## src/gcsp_ram.sv

```systemverilog
// Generic single-write, single-read RAM with registered read data.
module gcsp_ram #(
  parameter int WIDTH = 8,
  parameter int DEPTH = 64
) (
  input  logic                     clk,
  input  logic                     we,
  input  logic [$clog2(DEPTH)-1:0] waddr,
  input  logic [WIDTH-1:0]         wdata,
  input  logic [$clog2(DEPTH)-1:0] raddr,
  output logic [WIDTH-1:0]         rdata
);

  logic [WIDTH-1:0] mem [DEPTH];

  always_ff @(posedge clk) begin
    if (we) mem[waddr] <= wdata;
    rdata <= mem[raddr];
  end

endmodule

```

## config.mk

```make
export PLATFORM = sky130hd
export DESIGN_NAME = gcsp_ram
export DESIGN_NICKNAME = d
export VERILOG_FILES = /design/src/gcsp_ram.sv
export SDC_FILE = /design/constraint.sdc
export NUM_CORES = 1
export LEC_CHECK = 0
export BUFFER_PORTS_ARGS = -buffer_cell sky130_fd_sc_hd__buf_4
export CAP_MARGIN = 10
export CORE_UTILIZATION = 48
export DETAILED_ROUTE_END_ITERATION = 12
export GPL_ROUTABILITY_DRIVEN = 0
export GPL_TIMING_DRIVEN = 0
export SLEW_MARGIN = 0
export SYNTH_ARGS = -nofsm -noshare
export SYNTH_HDL_FRONTEND = slang
export SYNTH_SLANG_ARGS = --single-unit
```

## constraint.sdc

```tcl
create_clock -name clk -period 5.4 [get_ports clk]
set_clock_uncertainty 0.15 [all_clocks]
set_input_delay 0.54 -clock clk [delete_from_list [all_inputs] [get_ports clk]]
set_output_delay 0.54 -clock clk [all_outputs]
set_load 0.02 [all_outputs]
```

# Word level (Yosys, flattened, before mapping)
# Memory sizes are Yosys's and may differ from the RTL's. A register that Yosys moved wholly into a read port is not among the register bits.
# Cells that the tools add are included.
# W data, S select, Z words.
# totals
ramBits	512
word_cells	3
memories	1
in_bits	22
output_inout_bits	8
regBits	0
# classes
muxes	2
# memory_table
name	words	width	rd	rd_ports_with_merged_regs	wr	line_no	rtl
mem	64	8	1	1	1	14	logic [WIDTH-1:0] mem [DEPTH];
# op_table
cell	n
$mux W1	2

# Logic depth before layout (Yosys ltp)
# depth
word_depth	2
depth_mapped	9
depth_no_buf	5

# Least setup slack after synthesis
# OpenSTA, ideal clock, no wires.
# synth_path
path_kind	input-to-reg
from	in raddr[1]
to	reg rdata[3] (read register of mem)
required_ns	5.122
slack_ns	3.042
setup_ns	0.128
path_buffers	3
t_arrival_ns	2.080
stages	7
path_cell_list	buf_4 > buf_2 > buf_2 > mux4_2 > mux4_2 > o21ai_1 > o41ai_1
# synth_rtl
item	line_no	rtl
start: declaration	10	input logic [$clog2(DEPTH)-1:0] raddr,
end: declaration	11	output logic [WIDTH-1:0] rdata

==> results by group <==
Run status
  – Run status: finished clean

STA
  – Final Hold Vio Count: 0
  – Final setup viols: 0
  – Slew Viols, Final: 0
  – F_max: 340.4 MHz
  – Slew margin rel.: 15.91%
  – Crit path setup slack, layout: 2.462 ns
  – RSZ-0062 raised after global routing: no
  – Period utilisation layout: 54.40%
  – Tmin final: 2.938 ns
  – Worst slew pin tran: 1.230 ns
  – TNS Setup: 0 ns
  – Hold WS: 0.1094 ns

Global routing
  – Grt ovf: 0
  – First-pass GRT wire length: 69.03 mm
  – Pin count of the biggest net entering global routing: 65
  – Initial antenna violation count: 0
  – Number of global-route vias before repair: 9766
  – Gr usage total: 23.47%

Critical path
  – Reg2reg path depth: 4
  – CP Capture Type: flip-flop
  – Crit-path slowest cell: clkbuf_1
  – Worst R2R Start: mem[2][3]
  – Critical path required time: 5.70 ns
  – Family with the most delay on the worst path: buffers and inverters
  – Setup CP Type: input pin to flip-flop
  – Worst path cell trace: buf_2 -> buf_4 -> clkbuf_1 -> buf_2 -> mux2i_1 -> a21oi_1 -> o21ai_0 -> nand2_1
  – Buf+Inv Stages, Crit Path: 4
  – Worst Setup Start Kind: input pin
  – Most used cell, CP: buf_2
  – Critical R2R Capture: rdata[3]
  – CP Max Fanout: 10
  – WP data arrival: 3.23 ns
  – R2r setup slk: 2.81 ns
  – Critical path's largest stage delay: 0.62 ns

Floorplan
  – Die width: 207.0 um
  – Die area: 42840 sq um
  – Row count: 74
  – Die Y: 207.0 um
  – Core Region: 41110 sq um
  – Io pins: 30
  – Initial core utilization: 49.06%

Yosys
  – Syn Nets: 962
  – Top-count cell post-synth: edfxtp_1
  – Post-Syn Area per Cell: 21.45 sq um
  – Area share of the largest cell type after synthesis: 76.24%
  – Post-Syn Area: 20170 sq um
  – Register area share after synthesis: 77.03%
  – Distinct cells, synth: 40
  – Post-synth EDFFs: 512
  – Top_reg_cell synth: edfxtp_1
  – Ys async rst share: 0%
  – Yosys Warn Count: 0
  – Mapped Cells: 940
  – Top post-synthesis cells by area: edfxtp_1, mux4_2, nor2_1
  – Commonest cells post-synth: edfxtp_1, mux4_2, nor2_1
  – Register bit total from synthesis: 520
  – Area leader, netlist: edfxtp_1

Pwr
  – Power density cells: 387.0 nW/um^2
  – Pleak: 7.141 nW
  – Total Power: 8.842 mW
  – VDD IR-drop max: 290.0 uV

Cells and area
  – Layout fillers: 3139
  – Ant diodes: 0
  – Layout area overhead: 13.30%
  – Register area: 15530 sq um
  – Final #Nets: 1040
  – Layout Utilization: 55.58%
  – Area occupied by multi-input gates: 4315 sq um
  – Layout cells sized above 1: 25.57%

CTS
  – Cts bufs inserted: 52
  – Hold buffer count at CTS: 0
  – H-tree levels: 2
  – Setup repair bufs after CTS: 0
  – Post-CTS Resized: 0
  – Sink Count: 520
  – CTS Buffer Depth: 3
  – Clock transition at path regs: 0.06 ns
  – Clock Latency Late Sink: 0.59 ns
  – CTS root buf: clkbuf_16
  – TritonCTS clock tree: yes

Routing
  – Pre-Repair DR Iteration Count: 7
  – Total Wirelength: 48.62 mm
  – Routed WL per cell: 30.54 um
  – Vias: 9839
  – Routed Antenna Nets: 0
  – Initial DRC Count: 884
  – Drt drc: 0
  – Via density: 6.180

Placed design
  – Final HPWL DP: 30.82 mm
  – Dpl ws: 1.862 ns
  – PortBufs: 21

Hold path
  – Worst Hold Depth: 2
  – Endpoint, Worst Hold: rdata[3]
  – Hold_sp: raddr[5]
  – Hold Crit Class: input pin to flip-flop

Job
  – # Max-Cap Violations: 0
==> stage by stage <==
stage,cell area (sq um),std cells
after floorplan,20170,940
after global placement,20990,1493
after detailed placement,21000,1495
after CTS,22840,1591
after global routing,22850,1592
final,22850,1592
==> power by group <==
part	switching, mW	total (mW)	leakage (nW)	internal (mW)
Combinational	0.291	0.456	1.57	0.164
Sequential	0.00803	4.48	4.67	4.47
Clock	1.50	3.91	0.900	2.41
==> state kept, by name, indices dropped and copies added (netlist names) <==
signal and cells:
rdata 8, mem 512
==> cell usage in the layout (no fill, tap or decap), drive strengths merged <==
master / n
nor3: 7
o2111ai: 3
nand4b: 1
mux2i: 23
buf: 57
o41ai: 2
nand2: 19
a211oi: 4
o21a: 2
nand3b: 3
and2: 1
o32ai: 2
nor2b: 14
o21ai: 4
o311ai: 1
a221oi: 6
o221a: 2
a2111oi: 2
nor4: 2
clkinvlp: 1
or3: 1
o2bb2ai: 3
edfxtp: 512
clkbuf: 80
a22oi: 3
nand3: 13
a21oi: 3
mux4: 126
nand4: 2
nand2b: 7
bufinv: 13
o221ai: 8
clkinv: 20
mux2: 13
o22ai: 8
a31oi: 1
nor2: 83
dfxtp: 8
==> worst reg2reg max path, stage by stage (launching register included) <==
cell and delay [ns]:
edfxtp_1 0.36, mux4_2 0.52, nor2b_1 0.16, a2111oi_0 1.07, o41ai_1 0.19
==> layout make-up <==
cell class                 count  share of cell area, %
buffer                        51                  1.385
clock buffer                  62                  5.952
clock inverter                34                  2.119
multi-input combinational    369                  18.89
sequential                   520                  67.99
tap                          532                  2.913
timing repair buffer          24                 0.7557
==> routing by layer <==
layer	wire length, um	track usage, %	up-vias
li1	-	-	4086
met1	20930	33.90	5287
met2	23470	37.17	387
met3	2891	3.187	79
met4	1330	7.795	0
met5	0	0	-
==> worst max path at each step <==
stage	endpoint	depth (start not counted)	startpoint
5_1_grt	rdata[7]	8	raddr[2]
2_1_floorplan	rdata[3]	7	raddr[1]
6_report	rdata[7]	8	raddr[2]
4_1_cts	rdata[7]	8	raddr[2]
3_5_place_dp	rdata[7]	8	raddr[2]
3_3_place_gp	rdata[7]	8	raddr[2]
==> kinds of logic after synthesis <==
family,share of synthesized area [%]
flip-flops,77.03
AND/OR/NAND/NOR,3.387
buffers and inverters,1.570
AO/OA/AOI/OAI,2.072
multiplexers,15.94
No activity file was read; power rests on OpenSTA's default activity.
