[config.mk]
export PLATFORM = sky130hd
export DESIGN_NAME = gcsp_div
export DESIGN_NICKNAME = d
export VERILOG_FILES = /design/src/gcsp_pkg.sv /design/src/gcsp_div.sv
export SDC_FILE = /design/constraint.sdc
export NUM_CORES = 1
export LEC_CHECK = 0
export ABC_CLOCK_PERIOD_IN_PS = 3700
export CAP_MARGIN = 20
export CORE_MARGIN = 2
export CORE_UTILIZATION = 30
export CTS_CLUSTER_DIAMETER = 60
export CTS_CLUSTER_SIZE = 14
export DETAILED_ROUTE_END_ITERATION = 8
export DONT_BUFFER_PORTS = 1
export REMOVE_ABC_BUFFERS = 1
export SLEW_MARGIN = 0
export SYNTH_ARGS = -nofsm -noshare
export SYNTH_HDL_FRONTEND = slang
export SYNTH_SLANG_ARGS = --single-unit
[constraint.sdc]
create_clock -name clk -period 3.7 [get_ports clk]
set_input_delay 0.555 -clock clk [delete_from_list [all_inputs] [get_ports clk]]
set_output_delay 0.555 -clock clk [all_outputs]
set_load 0.05 [all_outputs]
[src/gcsp_pkg.sv]
// Shared types, codes and grid helpers of the grid congestion shortest-path block.
package gcsp_pkg;

  // Fixed field widths
  localparam int ID_W   = 6;
  localparam int LEN_W  = 12;
  localparam int BYTE_W = 8;
  localparam int DIM_W  = 4;
  localparam int DIM_MAX = 8;
  // Weight numerator len*(cap+2*cars)*256 and denominator speed*cap
  localparam int FAC_W  = 10;
  localparam int PROD_W = LEN_W + FAC_W;
  localparam int FRAC_W = 8;
  localparam int NUM_W  = PROD_W + FRAC_W;
  localparam int DEN_W  = 2 * BYTE_W;
  localparam int ROAD_DATA_W = LEN_W + 2 * BYTE_W;

  // Operation codes
  localparam logic [1:0] OP_WRITE = 2'd0;
  localparam logic [1:0] OP_CAR   = 2'd1;
  localparam logic [1:0] OP_CLEAR = 2'd2;
  localparam logic [1:0] OP_QUERY = 2'd3;

  // Result status codes
  localparam logic [1:0] ST_OK      = 2'd0;
  localparam logic [1:0] ST_NOPATH  = 2'd1;
  localparam logic [1:0] ST_OUTSIDE = 2'd2;

  // Road directions
  localparam logic [1:0] DIR_RIGHT = 2'd0;
  localparam logic [1:0] DIR_LEFT  = 2'd1;
  localparam logic [1:0] DIR_DOWN  = 2'd2;
  localparam logic [1:0] DIR_UP    = 2'd3;

  // Configuration register indexes
  localparam logic CFG_GRID_WIDTH  = 1'b0;
  localparam logic CFG_GRID_HEIGHT = 1'b1;

  typedef struct packed {
    logic            ok;
    logic [ID_W-1:0] node;
  } target_t;

  // Grid dimension as used: clamped to 1..8
  function automatic logic [DIM_W-1:0] clamp_dim(input logic [DIM_W-1:0] v);
    logic [DIM_W-1:0] r;
    r = v;
    if (v == '0) r = DIM_W'(1);
    else if (v > DIM_W'(DIM_MAX)) r = DIM_W'(DIM_MAX);
    return r;
  endfunction

  // Neighbour of a node in one direction; ok is low off the grid
  function automatic target_t road_target(input logic [ID_W-1:0] node,
                                          input logic [1:0] dir,
                                          input logic [DIM_W-1:0] w,
                                          input logic [DIM_W-1:0] h,
                                          input logic [ID_W:0] n);
    logic [2:0]  y;
    logic [ID_W:0] yw;
    logic [ID_W:0] x;
    logic [ID_W:0] t;
    logic [ID_W:0] w7;
    target_t r;
    w7 = (ID_W+1)'(w);
    // row index by compare against multiples of the width
    y = '0;
    for (int k = 1; k < DIM_MAX; k++) begin
      if ({1'b0, node} >= (ID_W+1)'(k) * w7) y = y + 3'd1;
    end
    yw = (ID_W+1)'(y) * w7;
    x  = {1'b0, node} - yw;
    r.ok = 1'b1;
    t = '0;
    case (dir)
      DIR_RIGHT: begin
        r.ok = (x + (ID_W+1)'(1)) < w7;
        t = {1'b0, node} + (ID_W+1)'(1);
      end
      DIR_LEFT: begin
        r.ok = (x != '0);
        t = {1'b0, node} - (ID_W+1)'(1);
      end
      DIR_DOWN: begin
        r.ok = ((ID_W+1)'(y) + (ID_W+1)'(1)) < (ID_W+1)'(h);
        t = {1'b0, node} + w7;
      end
      default: begin
        r.ok = (y != '0);
        t = {1'b0, node} - w7;
      end
    endcase
    if (t >= n || {1'b0, node} >= n) r.ok = 1'b0;
    r.node = t[ID_W-1:0];
    return r;
  endfunction

endpackage

[src/gcsp_div.sv]
// Restoring divider, one quotient bit per cycle, for the road weight.
module gcsp_div (
  input  logic                       clk,
  input  logic                       rst,
  input  logic                       start,
  input  logic [gcsp_pkg::NUM_W-1:0] num,
  input  logic [gcsp_pkg::DEN_W-1:0] den,
  output logic                       done,
  output logic [gcsp_pkg::NUM_W-1:0] quot
);

  localparam int CNT_W = $clog2(gcsp_pkg::NUM_W + 1);

  logic                       running;
  logic [CNT_W-1:0]           cnt;
  logic [gcsp_pkg::DEN_W-1:0] rem;
  logic [gcsp_pkg::DEN_W-1:0] den_r;
  logic [gcsp_pkg::DEN_W:0]   trial;
  logic                       qbit;

  // shift in the next dividend bit and try a subtract
  assign trial = {rem, quot[gcsp_pkg::NUM_W-1]};
  assign qbit  = (trial >= {1'b0, den_r});

  always_ff @(posedge clk) begin
    if (rst) begin
      running <= 1'b0;
      done    <= 1'b0;
      cnt     <= '0;
    end else begin
      done <= 1'b0;
      if (start) begin
        running <= 1'b1;
        cnt     <= '0;
        rem     <= '0;
        den_r   <= den;
        quot    <= num;
      end else if (running) begin
        rem  <= qbit ? gcsp_pkg::DEN_W'(trial - {1'b0, den_r})
                     : trial[gcsp_pkg::DEN_W-1:0];
        quot <= {quot[gcsp_pkg::NUM_W-2:0], qbit};
        cnt  <= cnt + CNT_W'(1);
        if (cnt == CNT_W'(gcsp_pkg::NUM_W - 1)) begin
          running <= 1'b0;
          done    <= 1'b1;
        end
      end
    end
  end

endmodule

; Word-level counts from Yosys, hierarchy flattened
; Index checks and enable logic that the tools add are counted.
[word_totals]
output_inout_bits = 31
wordCells = 25
inputBits = 49
ff_bits = 69
[op_classes]
magnitude_cmp = 1
n_mux = 8
n_addsub = 2
bitwise = 2
eq_ne = 1
n_reduce_logical = 5
[ops]
columns = operator, count
row1 = two-way mux 30 bit, 2
row2 = two-way mux 16 bit, 2
row3 = greater-or-equal comparator 17 x 16 -> 1 bit, 1
row4 = subtractor 16 bit, 1
row5 = adder 5 x 1 -> 5 bit (second input constant), 1
row6 = equality test 5 bit (second input constant), 1
row7 = two-way mux 1 bit, 4
row8 = AND reduction 2 bit, 2
row9 = OR reduction 3 bit, 1
row10 = NOT 1 bit, 2
row11 = nonzero test 2 bit, 1
row12 = OR reduction 2 bit, 1

; Logic depth before layout (Yosys ltp)
[logic_depth]
depth_word = 4
depth_mapped = 10
mapped_depth_nobuf = 9

; Worst setup path after synthesis
; OpenSTA, ideal clock, no wires.
[synth_path]
path_kind = input to register
start = input port start
end = register quot[0] (netlist name) (enable)
arrival_ps = 2898
cell_stages = 3
path_slack_ps = 352
path_buffers = 1
path_cell_list = buf_1 > nor2_1 > nor2_1
[synth_between]
elab_chain_len = 2
[synth_rtl]
columns = item, line
row1 = start: declaration, gcsp_div.sv:5  ; input logic start,
row2 = nonzero test 2 bit (no source line), n/a
row3 = AND reduction 2 bit (no source line), n/a
row4 = end signal: assignment, gcsp_div.sv:37  ; quot <= num;
row5 = end signal: assignment, gcsp_div.sv:41  ; quot <= {quot[gcsp_pkg::NUM_W-2:0], qbit};
row6 = end: declaration, gcsp_div.sv:9  ; output logic [gcsp_pkg::NUM_W-1:0] quot
; No other way between the ends.
; A chain may end at the register's enable or synchronous reset.

; Worst setup path in the final report
[layout_path]
start = register rem[7] (netlist name)
end = register rem[6] (netlist name) (data pin)
[layout_between]
elab_chain_len = 3
[layout_rtl]
columns = item, line
row1 = start: declaration, gcsp_div.sv:16  ; logic [gcsp_pkg::DEN_W-1:0] rem;
row2 = start signal: assignment, gcsp_div.sv:39  ; rem <= qbit ? gcsp_pkg::DEN_W'(trial - {1'b0, den_r})
row3 = greater-or-equal comparator 17 x 16 -> 1 bit, gcsp_div.sv:23  ; assign qbit = (trial >= {1'b0, den_r});
row4 = two-way mux 16 bit, gcsp_div.sv:39
row5 = two-way mux 16 bit, gcsp_div.sv:38  ; end else if (running) begin
; No other way between the ends. The select of a mux whose other input is x is not followed.

==> reports/summary.txt <==
hold slack final = 280 ps
slowest stage delay, CP = 530 ps
Die Span X = 116 um
DP Worst Slack = 858 ps
fin area = 4230 sq um
number of core rows = 40
buffers and inverters on the worst path = 1
setup bufs post-CTS = 0
most frequent cell after synthesis = edfxtp_1
syn_area_per_cell = 11.9 sq um
logic gate share of total power = 0.178
total of max-cap violations = 0
switching pwr = 0.677 mW
largest cells by area after synthesis = edfxtp_1 (50%), mux2_2 (9.3%), ha_1 (6.0%)
largest net degree at the start of global routing = 51
placed insts = 475
Final Setup Violations = 0
Critical Path, Cell by Cell = ha_1 -> nand4_1 -> nor4_1 -> a2111oi_2 -> a21oi_2 -> buf_4 -> mux2i_1 -> nor2_1
status = finished clean
total power = 2.31 mW
switch share = 0.293
Yosys reg bits = 69
Area after DPL = 3930 sq um
clock buffer count from CTS = 9
sequential element share of the synthesized area = 0.536
CP delay by family, top = simple AND/OR/NAND/NOR gates
Vias = 2384
worst skew pair latency = 340 ps
global route total overflow = 0
Synth Instances = 314
cell internal pwr = 1.63 mW
antenna cells = 0
Hold Buf Count CTS = 0
Synth area leader = edfxtp_1
fmax = 346 MHz
WL final = 7670 um
crit end category = flop
Fin Setup TNS = 0 ps
share of cells above drive strength 1 = 0.195
Fill cells = 1177
Sink Count = 69
CP Data Arrival Time = 2980 ps
PD cells = 546 nW/um^2
die height = 116 um
relative slew slack = 0.406
Critical Path RT = 3790 ps
Critical Path Fanout Max = 13
setup ws final = 811 ps
GRT Total Usage = 0.120
clk root buf = clkbuf_16
Initial Utilization = 0.310
Clock Skew = 9.30 ps
LEAKAGE = 1.61 nW
Synth cell types = 52
CTS tree = yes
final hold vios = 0
Seq pwr share = 0.446
nets = 386
fin. max-slew vios = 0
Commonest cells post-synth = edfxtp_1 (62), mux2_2 (31), inv_1 (27)
top_reg_cell synth = edfxtp_1
first-pass GRT wire length = 12000 um
clock transition at the registers of the reported paths = 60 ps
ANT nets after route = 0
Clock Path Buffers = 2
crit path kind = reg -> reg
total core area = 12100 sq um
Clk pwr share = 0.376
synthesized cell area = 3730 sq um
initial antenna violation count = 0
Avg WL per Cell = 15.6 um
Worst Hold Class = in -> reg
peak supply drop = 0.304 mV
min Tclk post-route = 2890 ps
gpl congestion = 0.806
port bufs = 0
vias in the first global route = 2365
Async S/R FF share, synth = 0
IO Count = 80
DRC = 0
detailed-router iteration count before antenna repair = 4
DRT iter0 DRCs = 140
Final period util = 0.781
Die Area = 13400 sq um
Area Growth Syn to Fin = 13.2%
YS warnings = 0
Synth top area share = 0.499
dpl hpwl = 5490 um
crit path launch type = flop
Critical Path Slowest Stage Cell = a21oi_2
RSZ-0062 raised after global routing = no
post_cts resized = 0
actual slew at the worst max-slew pin = 889 ps
final core utilization = 0.350
Avg Vias per Cell = 4.86
Layout Cells excl Fill = 491
htree depth = 3
EDFF count, synth = 62
## placed cells by master, fill, tap and decap left out, drive strengths merged, types with 2 or more instances in the layout
cell type,n
a211o,3
a211oi,3
a21o,5
a21oi,19
a221oi,2
and2,3
and3,2
buf,4
clkbuf,9
clkinv,3
dfxtp,7
edfxtp,62
ha,18
inv,29
mux2,31
mux2i,7
nand2,15
nand2b,2
nand3,7
nand4,5
nor2,24
nor2b,3
nor3,3
nor4,2
o2111ai,2
o21ai,10
or2,8
or3,5
xnor2,3
xor2,8
## cells by family after synthesis
group / share of synthesized area
and+or+nand+nor: 0.111
DFF: 0.536
AOI/OAI and AO/OA: 0.107
buffers and inverters: 0.0416
muxes: 0.112
adders and majority gates: 0.0657
xor gates and xnor gates: 0.0258
## final timing paths
| path | slack [ps] | startpoint | cells past startpoint | endpoint |
|---|---|---|---|---|
| worst max-delay path | 810 | rem[7] | 8 | rem[6] |
| worst min register to register | 520 | cnt[4] | 2 | cnt[4] |
| worst min-delay path | 280 | rst | 1 | running |
| worst max register to register | 810 | rem[7] | 8 | rem[6] |
## layout make-up
type,count,area [sq um],share of cell area
inverters,27,101,0.0240
clock buffers,9,225,0.0533
clock inverters,7,73.8,0.0175
repair buffers,4,30.0,0.00710
multi-input cells,207,1580,0.375
well taps,168,210,0.0497
flip-flops and latches,69,2000,0.474
## power by group through the flow
stage	registers, mW	clock network [mW]	logic, mW
final	1.03	0.868	0.411
after floorplan	1.04	0	0.325
after global routing	1.04	0.924	0.462
after detailed placement	1.05	0	0.410
after CTS	1.03	0.895	0.413
after global placement	1.05	0	0.404
## sequential cells by signal (all words and copies together) (netlist names)
| register | cells |
|---|---|
| quot | 30 |
| running | 1 |
| den_r | 16 |
| done | 1 |
| rem | 16 |
| cnt | 5 |
## per-layer routing
layer,global-route usage,vias to the layer above,part of all wire
met1,0.153,1157,0.47
li1,-,1169,-
met2,0.181,51,0.47
met4,0.0506,0,0.019
met5,0,-,0
met3,0.0471,7,0.045
Power figures use the tool's default switching activity.
